**src/sv/rsf_pkg.sv**
```systemverilog
package rsf_pkg;

  // Sphere table size and derived index widths
  localparam int MAX_SPHERES = 64;
  localparam int SPH_AW      = (MAX_SPHERES > 1) ? $clog2(MAX_SPHERES) : 1;
  localparam int CNT_W       = $clog2(MAX_SPHERES + 1);

  // Iterative unit lengths, one digit per cycle
  localparam int SQRT_ITERS = 36;
  localparam int DIV_ITERS  = 48;
  localparam int IT_W       = 6;

  // Fixed-point constants (Q16.16)
  localparam logic [30:0] DIST_MAX   = 31'h7FFF_FFFF;
  localparam int          EPS_Q16    = 655;
  localparam logic [30:0] RADIUS_RST = 31'd65536;

  // Configuration register indexes
  localparam logic CFG_SPHERE_COUNT = 1'b0;
  localparam logic CFG_RADIUS_TERM  = 1'b1;

  // Material codes
  localparam logic [1:0] MAT_SKY    = 2'd0;
  localparam logic [1:0] MAT_FLOOR  = 2'd1;
  localparam logic [1:0] MAT_MIRROR = 2'd2;

  // Datapath operations
  typedef enum logic [4:0] {
    OP_NOP,
    OP_LOAD,
    OP_TRACE_INIT,
    OP_FLOOR_START,
    OP_DIV_STEP,
    OP_FLOOR_TAKE,
    OP_P_CALC,
    OP_ACC_B,
    OP_ACC_PP,
    OP_B_FLOOR,
    OP_BB_HH,
    OP_BB_HL,
    OP_BB_LL,
    OP_Q_CALC,
    OP_SQRT_Q,
    OP_SQRT_SUM,
    OP_SQRT_STEP,
    OP_S_CALC,
    OP_WIN,
    OP_V,
    OP_NSHIFT,
    OP_ACC_SUM,
    OP_NDIV_START,
    OP_N_TAKE
  } op_t;

  // Multiplier operand selection
  typedef enum logic [2:0] {
    M_NONE,
    M_PD,
    M_PP,
    M_HH,
    M_HL,
    M_LL,
    M_DS,
    M_AA
  } mul_t;

  typedef struct packed {
    op_t               op;
    mul_t              mul;
    logic [1:0]        idx;
    logic [SPH_AW-1:0] k;
  } cmd_t;

  typedef struct packed {
    logic dz_zero;
    logic q_pos;
    logic s_win;
  } sts_t;

endpackage

```
**src/sv/rsf_ctrl.sv**
```systemverilog
module rsf_ctrl (
  input  logic          clk,
  input  logic          rst_n,
  input  logic          start,
  input  logic          in_req_type,
  input  logic          cfg_we,
  input  logic          cfg_index,
  input  logic [6:0]    cfg_count,
  input  rsf_pkg::sts_t sts,
  output rsf_pkg::cmd_t cmd,
  output logic          busy,
  output logic          out_valid
);
  import rsf_pkg::*;

  typedef enum logic [5:0] {
    S_IDLE, S_FLOOR_CHK, S_FLOOR_DIV, S_FLOOR_TAKE, S_LOOP,
    S_SPH_RD, S_SPH_P, S_DOT_MUL, S_DOT_ACC, S_PP_MUL, S_PP_ACC,
    S_B_FLOOR, S_HH_MUL, S_HH_ACC, S_HL_MUL, S_HL_ACC, S_LL_MUL, S_LL_ACC,
    S_Q_CALC, S_Q_CHK, S_SQ1, S_S_CALC, S_S_CHK, S_V_MUL, S_V_ACC,
    S_NSHIFT, S_A_MUL, S_A_ACC, S_SQ2_GO, S_SQ2, S_N_START, S_N_DIV, S_N_TAKE
  } state_t;

  state_t           state_r;
  logic             busy_r;
  logic             out_valid_r;
  logic [CNT_W-1:0] k_r;
  logic [1:0]       idx_r;
  logic [IT_W-1:0]  it_r;
  logic [6:0]       count_r;

  logic [CNT_W-1:0] lim;
  logic             last_k;
  logic             sqrt_last, div_last;

  assign lim = (32'(count_r) > MAX_SPHERES) ? CNT_W'(MAX_SPHERES) : CNT_W'(count_r);
  assign last_k    = (k_r + 1'b1) >= lim;
  assign sqrt_last = (it_r == IT_W'(SQRT_ITERS - 1));
  assign div_last  = (it_r == IT_W'(DIV_ITERS - 1));

  // Command decode
  always_comb begin
    cmd.op  = OP_NOP;
    cmd.mul = M_NONE;
    cmd.idx = idx_r;
    cmd.k   = k_r[SPH_AW-1:0];
    unique case (state_r)
      S_IDLE: begin
        if (start) cmd.op = in_req_type ? OP_TRACE_INIT : OP_LOAD;
      end
      S_FLOOR_CHK:  if (!sts.dz_zero) cmd.op = OP_FLOOR_START;
      S_FLOOR_DIV:  cmd.op = OP_DIV_STEP;
      S_FLOOR_TAKE: cmd.op = OP_FLOOR_TAKE;
      S_SPH_P:      cmd.op = OP_P_CALC;
      S_DOT_MUL:    cmd.mul = M_PD;
      S_DOT_ACC:    cmd.op = OP_ACC_B;
      S_PP_MUL:     cmd.mul = M_PP;
      S_PP_ACC:     cmd.op = OP_ACC_PP;
      S_B_FLOOR:    cmd.op = OP_B_FLOOR;
      S_HH_MUL:     cmd.mul = M_HH;
      S_HH_ACC:     cmd.op = OP_BB_HH;
      S_HL_MUL:     cmd.mul = M_HL;
      S_HL_ACC:     cmd.op = OP_BB_HL;
      S_LL_MUL:     cmd.mul = M_LL;
      S_LL_ACC:     cmd.op = OP_BB_LL;
      S_Q_CALC:     cmd.op = OP_Q_CALC;
      S_Q_CHK:      if (sts.q_pos) cmd.op = OP_SQRT_Q;
      S_SQ1:        cmd.op = OP_SQRT_STEP;
      S_S_CALC:     cmd.op = OP_S_CALC;
      S_S_CHK:      if (sts.s_win) cmd.op = OP_WIN;
      S_V_MUL:      cmd.mul = M_DS;
      S_V_ACC:      cmd.op = OP_V;
      S_NSHIFT:     cmd.op = OP_NSHIFT;
      S_A_MUL:      cmd.mul = M_AA;
      S_A_ACC:      cmd.op = OP_ACC_SUM;
      S_SQ2_GO:     cmd.op = OP_SQRT_SUM;
      S_SQ2:        cmd.op = OP_SQRT_STEP;
      S_N_START:    cmd.op = OP_NDIV_START;
      S_N_DIV:      cmd.op = OP_DIV_STEP;
      S_N_TAKE:     cmd.op = OP_N_TAKE;
      default:      cmd.op = OP_NOP;
    endcase
  end

  // State and registered outputs
  always_ff @(posedge clk) begin
    if (!rst_n) begin
      state_r     <= S_IDLE;
      busy_r      <= 1'b0;
      out_valid_r <= 1'b0;
      k_r         <= '0;
      idx_r       <= '0;
      it_r        <= '0;
      count_r     <= '0;
    end else begin
      out_valid_r <= 1'b0;
      if (cfg_we && cfg_index == CFG_SPHERE_COUNT) begin
        count_r <= cfg_count;
      end
      unique case (state_r)
        S_IDLE: begin
          if (start && in_req_type) begin
            busy_r  <= 1'b1;
            state_r <= S_FLOOR_CHK;
          end
        end
        S_FLOOR_CHK: begin
          it_r    <= '0;
          state_r <= sts.dz_zero ? S_LOOP : S_FLOOR_DIV;
        end
        S_FLOOR_DIV: begin
          it_r <= it_r + 1'b1;
          if (div_last) state_r <= S_FLOOR_TAKE;
        end
        S_FLOOR_TAKE: state_r <= S_LOOP;
        S_LOOP: begin
          k_r <= '0;
          if (lim == '0) begin
            busy_r      <= 1'b0;
            out_valid_r <= 1'b1;
            state_r     <= S_IDLE;
          end else begin
            state_r <= S_SPH_RD;
          end
        end
        S_SPH_RD: state_r <= S_SPH_P;
        S_SPH_P: begin
          idx_r   <= '0;
          state_r <= S_DOT_MUL;
        end
        S_DOT_MUL: state_r <= S_DOT_ACC;
        S_DOT_ACC: begin
          if (idx_r == 2'd2) begin
            idx_r   <= '0;
            state_r <= S_PP_MUL;
          end else begin
            idx_r   <= idx_r + 1'b1;
            state_r <= S_DOT_MUL;
          end
        end
        S_PP_MUL: state_r <= S_PP_ACC;
        S_PP_ACC: begin
          if (idx_r == 2'd2) begin
            idx_r   <= '0;
            state_r <= S_B_FLOOR;
          end else begin
            idx_r   <= idx_r + 1'b1;
            state_r <= S_PP_MUL;
          end
        end
        S_B_FLOOR: state_r <= S_HH_MUL;
        S_HH_MUL:  state_r <= S_HH_ACC;
        S_HH_ACC:  state_r <= S_HL_MUL;
        S_HL_MUL:  state_r <= S_HL_ACC;
        S_HL_ACC:  state_r <= S_LL_MUL;
        S_LL_MUL:  state_r <= S_LL_ACC;
        S_LL_ACC:  state_r <= S_Q_CALC;
        S_Q_CALC:  state_r <= S_Q_CHK;
        S_Q_CHK: begin
          it_r <= '0;
          if (sts.q_pos) begin
            state_r <= S_SQ1;
          end else if (last_k) begin
            busy_r      <= 1'b0;
            out_valid_r <= 1'b1;
            state_r     <= S_IDLE;
          end else begin
            k_r     <= k_r + 1'b1;
            state_r <= S_SPH_RD;
          end
        end
        S_SQ1: begin
          it_r <= it_r + 1'b1;
          if (sqrt_last) state_r <= S_S_CALC;
        end
        S_S_CALC: state_r <= S_S_CHK;
        S_S_CHK: begin
          idx_r <= '0;
          if (sts.s_win) begin
            state_r <= S_V_MUL;
          end else if (last_k) begin
            busy_r      <= 1'b0;
            out_valid_r <= 1'b1;
            state_r     <= S_IDLE;
          end else begin
            k_r     <= k_r + 1'b1;
            state_r <= S_SPH_RD;
          end
        end
        S_V_MUL: state_r <= S_V_ACC;
        S_V_ACC: begin
          if (idx_r == 2'd2) begin
            idx_r   <= '0;
            state_r <= S_NSHIFT;
          end else begin
            idx_r   <= idx_r + 1'b1;
            state_r <= S_V_MUL;
          end
        end
        S_NSHIFT: state_r <= S_A_MUL;
        S_A_MUL:  state_r <= S_A_ACC;
        S_A_ACC: begin
          if (idx_r == 2'd2) begin
            idx_r   <= '0;
            state_r <= S_SQ2_GO;
          end else begin
            idx_r   <= idx_r + 1'b1;
            state_r <= S_A_MUL;
          end
        end
        S_SQ2_GO: begin
          it_r    <= '0;
          state_r <= S_SQ2;
        end
        S_SQ2: begin
          it_r <= it_r + 1'b1;
          if (sqrt_last) state_r <= S_N_START;
        end
        S_N_START: begin
          it_r    <= '0;
          state_r <= S_N_DIV;
        end
        S_N_DIV: begin
          it_r <= it_r + 1'b1;
          if (div_last) state_r <= S_N_TAKE;
        end
        S_N_TAKE: begin
          if (idx_r != 2'd2) begin
            idx_r   <= idx_r + 1'b1;
            state_r <= S_N_START;
          end else if (last_k) begin
            busy_r      <= 1'b0;
            out_valid_r <= 1'b1;
            state_r     <= S_IDLE;
          end else begin
            k_r     <= k_r + 1'b1;
            state_r <= S_SPH_RD;
          end
        end
        default: state_r <= S_IDLE;
      endcase
    end
  end

  assign busy      = busy_r;
  assign out_valid = out_valid_r;

endmodule

```
**config.mk**
```make
export PLATFORM = sky130hd
export DESIGN_NAME = rsf_ctrl
export DESIGN_NICKNAME = d
export VERILOG_FILES = /design/src/sv/rsf_pkg.sv /design/src/sv/rsf_ctrl.sv
export SDC_FILE = /design/constraint.sdc
export NUM_CORES = 1
export LEC_CHECK = 0
export BUFFER_PORTS_ARGS = -buffer_cell sky130_fd_sc_hd__buf_4
export CAP_MARGIN = 15
export CORE_UTILIZATION = 32
export DETAILED_ROUTE_END_ITERATION = 7
export GPL_TIMING_DRIVEN = 0
export PLACE_DENSITY = 0.46
export SLEW_MARGIN = 20
export SYNTH_ARGS = -nofsm -noshare
export SYNTH_HDL_FRONTEND = slang
export SYNTH_SLANG_ARGS = --single-unit
export TNS_END_PERCENT = 50
```
**constraint.sdc**
```tcl
create_clock -name clk -period 7.76 [get_ports clk]
set_input_delay 1.552 -clock clk [delete_from_list [all_inputs] [get_ports clk]]
set_output_delay 1.552 -clock clk [all_outputs]
set_load 0.005 [all_outputs]
```
==> reports/summary.txt, run 1 <==
Gpl congestion: 0.9196
PortBufs: 32
Setup Viol. Count Final: 0
Cts hold-fix bufs: 0
Largest stage delay, worst path: 0.49 ns
Worst hold path class: register to register
Post-CTS setup buffer count: 0
Share of post-route cells with drive strength above 1: 15.87%
Nets: 443
# DRC: 0
CTS tree: yes
Post-route setup slack: 3.302 ns
Vias in the first global route: 2724
Area Overhead vs Synth: 17.67%
Pin count of the biggest net entering global routing: 11
Final Max Tran Viols: 0
GR Overflow Total: 0
Core Area: 8217 um2
Starting Density: 33.09%
Critical path fanouts, max: 10
Final non-filler cell area: 3199 um2
Worst endpoint required time: 6.21 ns
Syn_nets: 404
Pre-CTS setup slack: 3.737 ns
Hpwl dp: 6708 um
Antenna Cells: 0
TritonCTS Buffers: 5
Post-DP Area: 3090 um2
Worst-margin pin slew: 0.8731 ns
Vias per Instance: 5.624
H-tree depth: 2
Antenna violations before repair: 0
Final period util: 57.45%
RSZ-0062 raised after global routing: no
Register area share after synthesis: 22.09%
First-pass GRT wire length: 14140 um
Synthesized area: 2719 um2
Commonest register cell after synthesis: dfxtp_1
Root Buffer: clkbuf_8
Cts repair resizes: 0
Outcome: finished clean
Fillers: 896
Overall power: 977.6 uW
Final Critical Period: 4.458 ns
Hold Path End: it_r[1]
Longest Clk Path Bufs: 2
Slew HR: 41.61%
Die ar.: 8869 um2
Worst flop-to-flop path endpoint: k_r[2]
Clock Pin Slew Worst Setup and Hold Paths: 0.07 ns
Post-Synthesis Cells: 376
I/O pin cnt: 34
Setup CP Type: register to output pin
Final Hold Viols: 0
CP endpoint kind: output pin
R2r worst-path depth: 12
CP Launch Type: register
Die W: 94.18 um
Worst-skew pair later-pin latency: 0.28 ns
Antenna Nets Post-Route: 0
Hold Path Stages: 2
# clock sinks: 30
Clock Skews: 0.005778 ns
Routed length per instance: 16.98 um
Async set or reset register ratio after synthesis: 0%
CP most frequent cell: clkbuf_1
Min-delay src: it_r[1]
Max-cap viol count: 0
Max Fclk: 0.2243 GHz
Drt total wl: 8849 um
EDFF count, synth: 0
Worst flop-to-flop path startpoint: k_r[0]
Fin util: 38.94%
Detailed Route Iter0 Violations: 384
PwrDens: 305.6 nW/um2
Setup TNS: 0 ns
Ys Warns: 0
Worst-path cell chain: buf_2 -> clkbuf_1 -> clkbuf_1 -> buf_1 -> a22oi_1 -> o22ai_1 -> a21oi_1 -> o221ai_1 -> buf_4
Worst path slowest cell: buf_1
First-pass DRT Iterations: 5
Gr usage total: 20.75%
Num rows: 33
Die Ht: 94.18 um
Reg2reg setup slack: 4.63 ns
DR vias: 2930
Maximum vdd ir drop: 0.00008914 V
Synth unique cells: 67
CP Data Arrival Time: 2.91 ns
Avg Cell Area, Syn: 7.231 um2
Leakage: 1.253 nW
Yosys reg bits: 30
[report_power, final]
part           internal (mW)  leakage (nW)  switching [mW]  total (mW)
clock                 0.0945        0.0579          0.0634       0.158
combinational          0.230         0.951           0.396       0.626
sequential             0.175         0.244          0.0183       0.194
total                  0.500          1.25           0.478       0.978
[Yosys cell counts (4+ instances only)]
library cell / instances / area, um2
o22ai_1: 5 / 31.28
mux2i_1: 7 / 70.07
xor2_1: 6 / 52.55
nor2b_1: 16 / 100.1
inv_1: 8 / 30.03
or2_2: 5 / 31.28
nor2_1: 42 / 157.7
a22oi_1: 6 / 45.04
nand3_1: 10 / 50.05
a21oi_1: 25 / 125.1
and2_1: 5 / 31.28
buf_2: 7 / 35.03
nor3_1: 9 / 45.04
nor4_1: 4 / 25.02
and3_1: 5 / 31.28
clkbuf_1: 14 / 52.55
dfxtp_1: 30 / 600.6
a211oi_1: 4 / 30.03
nand2b_1: 15 / 93.84
buf_1: 7 / 26.28
xnor2_1: 6 / 52.55
buf_4: 6 / 45.04
o21ai_0: 23 / 115.1
ha_1: 12 / 150.1
nand2_1: 35 / 131.4
[metal layers]
layer | GRT usage, % | vias to the layer above | share of wire, %
li1 | - | 1441 | -
met1 | 29.75 | 1337 | 48
met2 | 30.62 | 131 | 43
met3 | 4.935 | 21 | 7.7
met4 | 5.256 | 0 | 1.7
met5 | 0 | - | 0
[critical path: cells and delay by family (launching register included)]
kind	cells	cell delay (ns)
flip-flops	1	0.34
AO/OA/AOI/OAI	4	0.61
buffers and inverters	5	1.67
[cells by family after synthesis]
logic type | share of synthesized area (%)
mux | 2.991
flops | 22.09
simple gates | 31.85
fa+ha+maj | 5.522
buf+inv | 6.949
xor+xnor | 3.866
compound gates | 26.74
[state kept, by name (all words and copies together), names as in the netlist]
name       count
count_r        7
k_r            7
it_r           6
state_r        6
idx_r          2
busy           1
out_valid      1
[cells in the final DEF (no fill, tap or decap), drive strengths merged, types with 4 or more instances in the layout]
cell,n
o211ai,4
nand3,10
ha,12
a211oi,4
dfxtp,30
nand2b,15
nor4,5
nand2,35
nor2,42
a22oi,6
or2,5
xor2,6
inv,8
o22ai,5
a21oi,25
buf,52
xnor2,6
mux2i,7
nor3,9
clkbuf,19
o21ai,24
and2,5
and3,5
nor2b,16
[stage by stage]
stage | hold slack (ns) | instances
floorplan | 0.4684 | 376
global placement | 0.5013 | 513
detailed placement | 0.5087 | 513
CTS | 0.5186 | 521
global route | 0.5445 | 521
finish | 0.5112 | 521
[layout make-up]
type | instances | area, um2 | share of cell area, %
Inverter | 8 | 30.03 | 0.9386
Timing Repair Buffer | 32 | 240.2 | 7.509
Multi-Input combinational cell | 304 | 1929 | 60.31
Clock buffer | 5 | 68.82 | 2.151
Clock inverter | 3 | 40.04 | 1.251
Tap cell | 105 | 131.4 | 4.106
Sequential cell | 30 | 600.6 | 18.77
Buffer | 34 | 158.9 | 4.967
[how the worst max path moves through the flow]
stage | slack (ns) | cells after the start | from | end
6_report | 3.30 | 9 | state_r[3] | cmd[11]
5_1_grt | 3.15 | 9 | state_r[3] | cmd[11]
3_3_place_gp | 3.56 | 9 | state_r[3] | cmd[11]
2_1_floorplan | 4.19 | 3 | sts[0] | cmd[15]
3_5_place_dp | 3.74 | 8 | state_r[1] | cmd[12]
4_1_cts | 3.40 | 9 | state_r[3] | cmd[11]
No activity file was read; power rests on OpenSTA's default activity.
==> run 2, diff against run 1 <==
Settings changed: PLACE_DENSITY 0.46 to 0.48.
Clock period 7.76 ns to 4.1 ns, I/O delays scaled along.
==> run 2 against run 1 <==
Combinational power up 88%. Global-route usage rose by 0.061 points. Clock power rose by 140%. Die area stayed put. Utilization is 0.41 points higher. Via count grew 1.5%. Critical endpoint is now cmd[12].
==> reports/summary.txt, run 2 (same netlist as run 1, synthesis figures left out) <==
# DRC: 0
Min-delay src: it_r[1]
PortBufs: 32
Vias in the first global route: 2761
Overall power: 1.921 mW
Worst flop-to-flop path startpoint: k_r[0]
Comb power frac: 61.7%
Area Overhead vs Synth: 18.91%
Hold Path End: it_r[1]
Net switching power: 894.2 uW
Setup Viol. Count Final: 0
Final non-filler cell area: 3233 um2
Maximum vdd ir drop: 0.0002499 V
Share of post-route cells with drive strength above 1: 15.87%
Detailed Route Iter0 Violations: 318
Clock Skews: 0.006950 ns
Reg power frac: 18.9%
PwrDens: 594.1 nW/um2
Most frequent cells in the layout: nor2_1 (42), buf_4 (38), nand2_1 (35), dfxtp_1 (30), a21oi_1 (25)
Max-cap viol count: 0
Worst hold path class: register to register
Die Ht: 94.18 um
Worst endpoint required time: 3.28 ns
RSZ-0062 raised after global routing: no
Worst-path cell chain: buf_2 -> buf_1 -> clkbuf_1 -> buf_1 -> o21ai_0 -> o211ai_1 -> nand4_1 -> buf_4
Setup TNS: 0 ns
Largest stage delay, worst path: 0.53 ns
TritonCTS Buffers: 5
Setup CP Type: register to output pin
First-pass DRT Iterations: 5
CP most frequent cell: buf_1
CP Data Arrival Time: 3.02 ns
Buf/Inv on CP: 5
Delay-heaviest family, CP: buffers and inverters
Gpl congestion: 0.9328
Reg2reg setup slack: 0.93 ns
Core Area: 8217 um2
Outcome: finished clean
Num rows: 33
Antenna Cells: 0
Worst flop-to-flop path endpoint: k_r[4]
H-tree depth: 2
CP Launch Type: register
Critical path fanouts, max: 10
Pre-CTS setup slack: 0.7064 ns
WHS: 0.5093 ns
Cts hold-fix bufs: 0
Hold Path Stages: 2
Worst-margin pin slew: 0.8721 ns
I/O pin cnt: 34
Worst path slowest cell: buf_1
Drt total wl: 8915 um
Die W: 94.18 um
First-pass GRT wire length: 14260 um
Slew HR: 41.68%
# clock sinks: 30
R2r worst-path depth: 12
Sw frac: 46.55%
Total internal power: 1.027 mW
Antenna Nets Post-Route: 0
Longest Clk Path Bufs: 2
GR Overflow Total: 0
Post-DP Area: 3090 um2
Biggest regs: count_r (7), k_r (7)
Pin count of the biggest net entering global routing: 11
Routed length per instance: 17.11 um
Gr usage total: 20.81%
DR vias: 2974
Most common cell after layout, fill and taps aside: nor2_1
Starting Density: 33.09%
Antenna violations before repair: 0
Worst-skew pair later-pin latency: 0.28 ns
Nets: 443
Clock share of power: 19.4%
Final Critical Period: 3.836 ns
CP endpoint kind: output pin
CTS tree: yes
Clock Pin Slew Worst Setup and Hold Paths: 0.07 ns
Post-route setup slack: 0.2638 ns
Cts repair resizes: 0
Max Fclk: 0.2607 GHz
Leakage: 1.267 nW
Final Hold Viols: 0
Final period util: 93.57%
Root Buffer: clkbuf_8
Hpwl dp: 6729 um
Vias per Instance: 5.708
Die ar.: 8869 um2
Post-CTS setup buffer count: 0
Final Max Tran Viols: 0
[run 2: area by class of cell]
class	instances	area (um2)
fillers	874	4984
multi-input cells	304	1929
clock inverters	2	60.06
well taps	105	131.4
flip-flops and latches	30	600.6
inverters	8	30.03
plain buffers	34	158.9
clock buffers	6	82.58
repair buffers	32	240.2
[run 2: power by group through the flow]
stage	combinational (mW)	sequential, mW	clock, mW
3_3_place_gp	1.16	0.370	0
5_1_grt	1.28	0.370	0.398
4_1_cts	1.15	0.363	0.383
2_1_floorplan	0.793	0.362	0
6_report	1.18	0.364	0.373
3_5_place_dp	1.15	0.369	0
[run 2: metal layers]
metal  GRT usage, %  vias up  wire length, um
li1               -     1444                -
met1          29.19     1387             4200
met2          31.58      127             3874
met3          4.935       16              682
met4          5.128        0              158
met5              0        -                0
[run 2: worst min-delay path, delay by kind of cell, from the launching register on]
| kind | cells | cell delay (ns) |
|---|---|---|
| and+or+nand+nor | 1 | 0.07 |
| DFF | 1 | 0.34 |
| AOI/OAI and AO/OA | 1 | 0.06 |
[run 2: metrics by stage]
stage               std cells  util [%]
floorplan                 376         -
global placement          513     37.61
detailed placement        513     37.61
CTS                       521     39.35
global route              521     39.35
finish                    521     39.35
[run 2: worst max-delay path by stage]
stage                from       to  slack (ns)  cells after the start
6_report       state_r[1]  cmd[12]        0.26                      8
3_3_place_gp   state_r[1]  cmd[12]        0.57                      8
4_1_cts        state_r[1]  cmd[12]        0.38                      8
5_1_grt        state_r[1]  cmd[12]        0.16                      8
3_5_place_dp   state_r[1]  cmd[12]        0.71                      8
2_1_floorplan      k_r[0]   k_r[2]        1.30                     12
